[src/hw/rtl/sshfd_pkg.sv]
// Shared types, constants and arithmetic helpers for the stereo send/delay block.
package sshfd_pkg;

    localparam int DELAY_DEPTH = 65536;
    localparam int DLY_AW      = $clog2(DELAY_DEPTH);

    localparam logic [15:0] Q_ONE = 16'd32768;

    typedef enum logic [2:0] {
        CFG_HPF_ALPHA     = 3'd0,
        CFG_DELAY_ENABLE  = 3'd1,
        CFG_DELAY_LENGTH  = 3'd2,
        CFG_FEEDBACK_GAIN = 3'd3,
        CFG_WET_GAIN      = 3'd4
    } t_cfg_idx;

    // Coefficients and mode as seen by the channel datapath
    typedef struct packed {
        logic        en;
        logic [15:0] alpha;
        logic [15:0] fb;
        logic [15:0] wg;
    } t_coef;

    function automatic logic [15:0] clamp_coef(input logic [15:0] v);
        return (v > Q_ONE) ? Q_ONE : v;
    endfunction

    // round(c * x / 2^15), halves toward +inf
    function automatic logic signed [20:0] qmul(input logic [15:0] c,
                                                input logic signed [17:0] x);
        logic signed [35:0] cs;
        logic signed [35:0] xs;
        logic signed [35:0] p;
        cs = $signed({20'b0, c});
        xs = {{18{x[17]}}, x};
        p  = cs * xs + 36'sd16384;
        return p[35:15];
    endfunction

    function automatic logic signed [15:0] sat16(input logic signed [20:0] v);
        logic signed [15:0] r;
        if (v > 21'sd32767) begin
            r = 16'sh7FFF;
        end else if (v < -21'sd32768) begin
            r = 16'sh8000;
        end else begin
            r = v[15:0];
        end
        return r;
    endfunction

    function automatic logic signed [16:0] sat17(input logic signed [20:0] v);
        logic signed [16:0] r;
        if (v > 21'sd65535) begin
            r = 17'sh0FFFF;
        end else if (v < -21'sd65536) begin
            r = 17'sh10000;
        end else begin
            r = v[16:0];
        end
        return r;
    endfunction

endpackage

[src/hw/rtl/sshfd_chan.sv]
// One channel of the datapath: one-pole high-pass, feedback write value and wet mix.
module sshfd_chan import sshfd_pkg::*; (
    input  t_coef              i_coef,
    input  logic signed [15:0] i_x,
    input  logic signed [15:0] i_last_in,
    input  logic signed [16:0] i_last_out,
    input  logic signed [15:0] i_dly,
    output logic signed [16:0] o_hpf,
    output logic signed [15:0] o_out,
    output logic signed [15:0] o_send,
    output logic signed [15:0] o_wr
);

    logic signed [17:0] diff;
    logic signed [15:0] send0;
    logic signed [20:0] send_ext;
    logic signed [20:0] fb_p;
    logic signed [20:0] wg_p;
    logic signed [17:0] dly_ext;

    always_comb begin
        diff     = {i_last_out[16], i_last_out} + {{2{i_x[15]}}, i_x}
                   - {{2{i_last_in[15]}}, i_last_in};
        o_hpf    = sat17(qmul(i_coef.alpha, diff));
        send0    = sat16({{4{o_hpf[16]}}, o_hpf});
        send_ext = {{5{send0[15]}}, send0};
        dly_ext  = {{2{i_dly[15]}}, i_dly};
        fb_p     = qmul(i_coef.fb, dly_ext);
        wg_p     = qmul(i_coef.wg, dly_ext);
        o_wr     = sat16(send_ext + fb_p);
        if (i_coef.en) begin
            o_out  = sat16({{5{i_x[15]}}, i_x} + wg_p);
            o_send = sat16(send_ext + wg_p);
        end else begin
            o_out  = i_x;
            o_send = send0;
        end
    end

endmodule

[config.mk]
export PLATFORM = sky130hd
export DESIGN_NAME = sshfd_chan
export DESIGN_NICKNAME = d
export VERILOG_FILES = /design/src/hw/rtl/sshfd_pkg.sv /design/src/hw/rtl/sshfd_chan.sv
export SDC_FILE = /design/constraint.sdc
export NUM_CORES = 2
export LEC_CHECK = 0
export BUFFER_PORTS_ARGS = -buffer_cell sky130_fd_sc_hd__buf_2
export CAP_MARGIN = 10
export CORE_MARGIN = 1.5
export CORE_UTILIZATION = 35
export DETAILED_ROUTE_END_ITERATION = 8
export GPL_TIMING_DRIVEN = 0
export MAX_ROUTING_LAYER = met4
export SLEW_MARGIN = 20
export SYNTH_ARGS = -nofsm -noshare
export SYNTH_HDL_FRONTEND = slang
export SYNTH_SLANG_ARGS = --single-unit
[constraint.sdc]
create_clock -name vclk -period 14.08
set_clock_uncertainty 0.1 [all_clocks]
set_input_delay 0.704 -clock vclk [all_inputs]
set_output_delay 0.704 -clock vclk [all_outputs]
set_load 0.02 [all_outputs]
==> summary.md <==
| Metric | Value |
|---|---|
| Worst setup margin | 0.388 ns |
| Fmax | 73.0 MHz |
| Cell accounting for the most synthesized area | fa_1 |
| Top delay family on crit path | adder cells |
| Vias in the first global route | 27.7k |
| Detailed Route Iter0 Violations | 1,605 |
| Core Rows | 112 |
| ANT nets after route | 0 |
| Largest net degree at the start of global routing | 11 |
| Synth Cell Area | 33,000 um2 |
| Count of cell types in the netlist | 82 |
| Critical Path Start | i_x[1] |
| WP buf/inv | 14 |
| Routed Wire Length | 99.7 mm |
| Critical Path Sink | o_send[4] |
| Die area | 96,200 um2 |
| Die height | 310 um |
| Tmin final | 13.69 ns |
| Sequential cells | 0 |
| Final Hold Fails | 0 |
| CP most frequent cell | fa_1 |
| Required time of the critical path | 13.28 ns |
| WS Path Type | in2out |
| Max-Cap Viols | 0 |
| Num ports | 179 |
| Final-report setup violation count | 0 |
| Pre-CTS setup slack | -1.76 ns |
| Final Slew Violations | 0 |
| Dpl hpwl | 86.2 mm |
| Post-Syn Nets | 5,129 |
| CP max FO | 10 |
| Crit path launch type | primary input |
| Critical Path Sink Type | primary output |
| Yosys top cell area share | 42.2% |
| Initial antenna violation count | 8 |
| Gr usage total | 21.8% |
| Clkbuf count | 0 |
| Area delta synth->final | 10.7% |
| Grt total ovfl | 0 |
| Status | finished clean |
| HP Class | in2out |
| Core ar. | 93,300 um2 |
| Slew margin rel. | 27.9% |
| Share of cells above drive strength 1 | 9.38% |
| Tcrit/Tclk final | 97.2% |
| Synthesized area per cell | 8.47 um2 |
| Final GP Congestion | 0.918 |
| Critical Path Max Stage Delay | 0.57 ns |
| Remaining DRCs | 0 |
| Syn Inst Count | 3,900 |
| Yosys warnings | 0 |
| Post-synthesis sequential area ratio | 0% |
| Initial DRT Pass Iterations | 5 |
| Levels on crit path | 52 |
| Setup TNS | 0 ns |
| Via density | 4.97 |
| Die width | 310 um |
| Layout net count | 5,345 |
| Worst EP arrival | 12.89 ns |
| Synth area leaders | fa_1 42%, ha_1 16%, inv_1 11% |
| DR vias | 26.7k |
| Routed length per instance | 18.5 um |
| Sequential cell area | 0 um2 |
| Initial Util | 35.4% |
| Least-Margin Pin Slew | 1.07 ns |
| Global-route wire length before repair | 157 mm |
| Slowest stage cell, crit path | fa_2 |
| Port Buf Inserts | 172 |
metrics by stage:
stage	hold WS (ns)	std cells	utilization, %	cell area [um2]
after floorplan	1.48	3900	-	33000
after global placement	1.73	5326	38.0	35500
after detailed placement	1.75	5326	38.0	35500
after CTS	1.75	5345	38.6	36100
after global routing	1.79	5373	39.2	36600
final	1.74	5375	39.2	36600
placed cells by master (no fill, tap or decap), types with 15 or more instances in the layout:
cell | Yosys | final
a21o_1 | 47 | 47
a21oi_1 | 125 | 109
a21oi_2 | 3 | 16
a22oi_1 | 16 | 15
and2_1 | 323 | 321
and3_1 | 24 | 24
buf_2 | 5 | 169
buf_4 | 2 | 54
clkbuf_1 | 132 | 111
fa_1 | 696 | 691
ha_1 | 419 | 408
inv_1 | 934 | 932
nand2_1 | 499 | 497
nand2b_1 | 53 | 52
nand3_1 | 34 | 34
nor2_1 | 78 | 75
nor2b_1 | 23 | 22
nor3_1 | 26 | 25
o211ai_1 | 17 | 17
o21a_1 | 37 | 35
o21ai_0 | 99 | 74
o21ai_1 | 9 | 15
o21ai_2 | 0 | 17
xnor2_1 | 84 | 76
xor2_1 | 38 | 35
what timing repair did:
| action | in CTS | in global routing |
|---|---|---|
| setup endpoints to repair | 32 | 31 |
| gates cloned | 0 | 1 |
| pin swaps | 30 | 47 |
| gates resized for setup | 115 | 95 |
| hold buffers | 0 | 0 |
| buffers inserted | 20 | 24 |
| hold endpoints to repair | 0 | 0 |
layer usage:
layer / share of wire, % / up-vias / wire (um) / track usage [%]
met3: 6.0 / 174 / 6000 / 2.10
met1: 43 / 13392 / 43000 / 28.7
met2: 47 / 829 / 46700 / 35.5
met4: 4.0 / 0 / 3960 / 6.74
li1: - / 12339 / - / -
met5: 0 / - / 0 / -
cell usage after synthesis (4+ instances only):
cell and count:
or2_2 8, o31ai_1 6, o21a_1 37, ha_1 419
inv_1 934, fa_1 696, and3_1 24, nand2_1 499
a22oi_1 16, a21oi_1 125, xnor2_1 84, o211ai_1 17
a31oi_1 14, nand2b_1 53, or3_1 8, buf_6 4
and4_1 4, a21o_1 47, a2111oi_0 6, nand4_1 10
a211oi_2 10, nor3_1 26, nor2b_1 23, a211o_1 9
nor2_1 78, o21ai_1 9, a211oi_1 15, buf_2 5
o22ai_1 5, xor2_1 38, clkbuf_1 132, nand3_1 34
and2_1 323, o21bai_1 11, o21ai_0 99
kinds of logic (layout without fill, tap and decap cells):
kind of cell / after synthesis / count (layout) / synth area share [%]
AO/OA/AOI/OAI: 465 / 465 / 9.40
other: 0 / 7 / 0
AND/OR/NAND/NOR: 1108 / 1108 / 16.5
multiplexers: 5 / 5 / 0.231
adder cells (fa/ha/maj): 1118 / 1118 / 58.2
buffers and inverters: 1082 / 1296 / 12.4
XOR/XNOR: 122 / 122 / 3.24
layout make-up:
cell class / count / area [um2]
Antenna cell: 7 / 17.5
Buffer: 144 / 713
Fill cell: 9631 / 56800
Inverter: 935 / 3510
Multi-Input combinational cell: 2818 / 29500
Tap cell: 1254 / 1570
Timing Repair Buffer: 217 / 1210
worst min path at each step:
stage | startpoint | to | cells after the start
floorplan | i_x[0] | o_out[0] | 2
global placement | i_x[0] | o_out[0] | 4
detailed placement | i_x[0] | o_out[0] | 4
CTS | i_x[0] | o_out[0] | 4
global route | i_x[0] | o_out[0] | 4
finish | i_x[0] | o_out[0] | 4
Power is not shown: default switching activity piles up to over one toggle a cycle in this logic, so the estimate is an artifact.
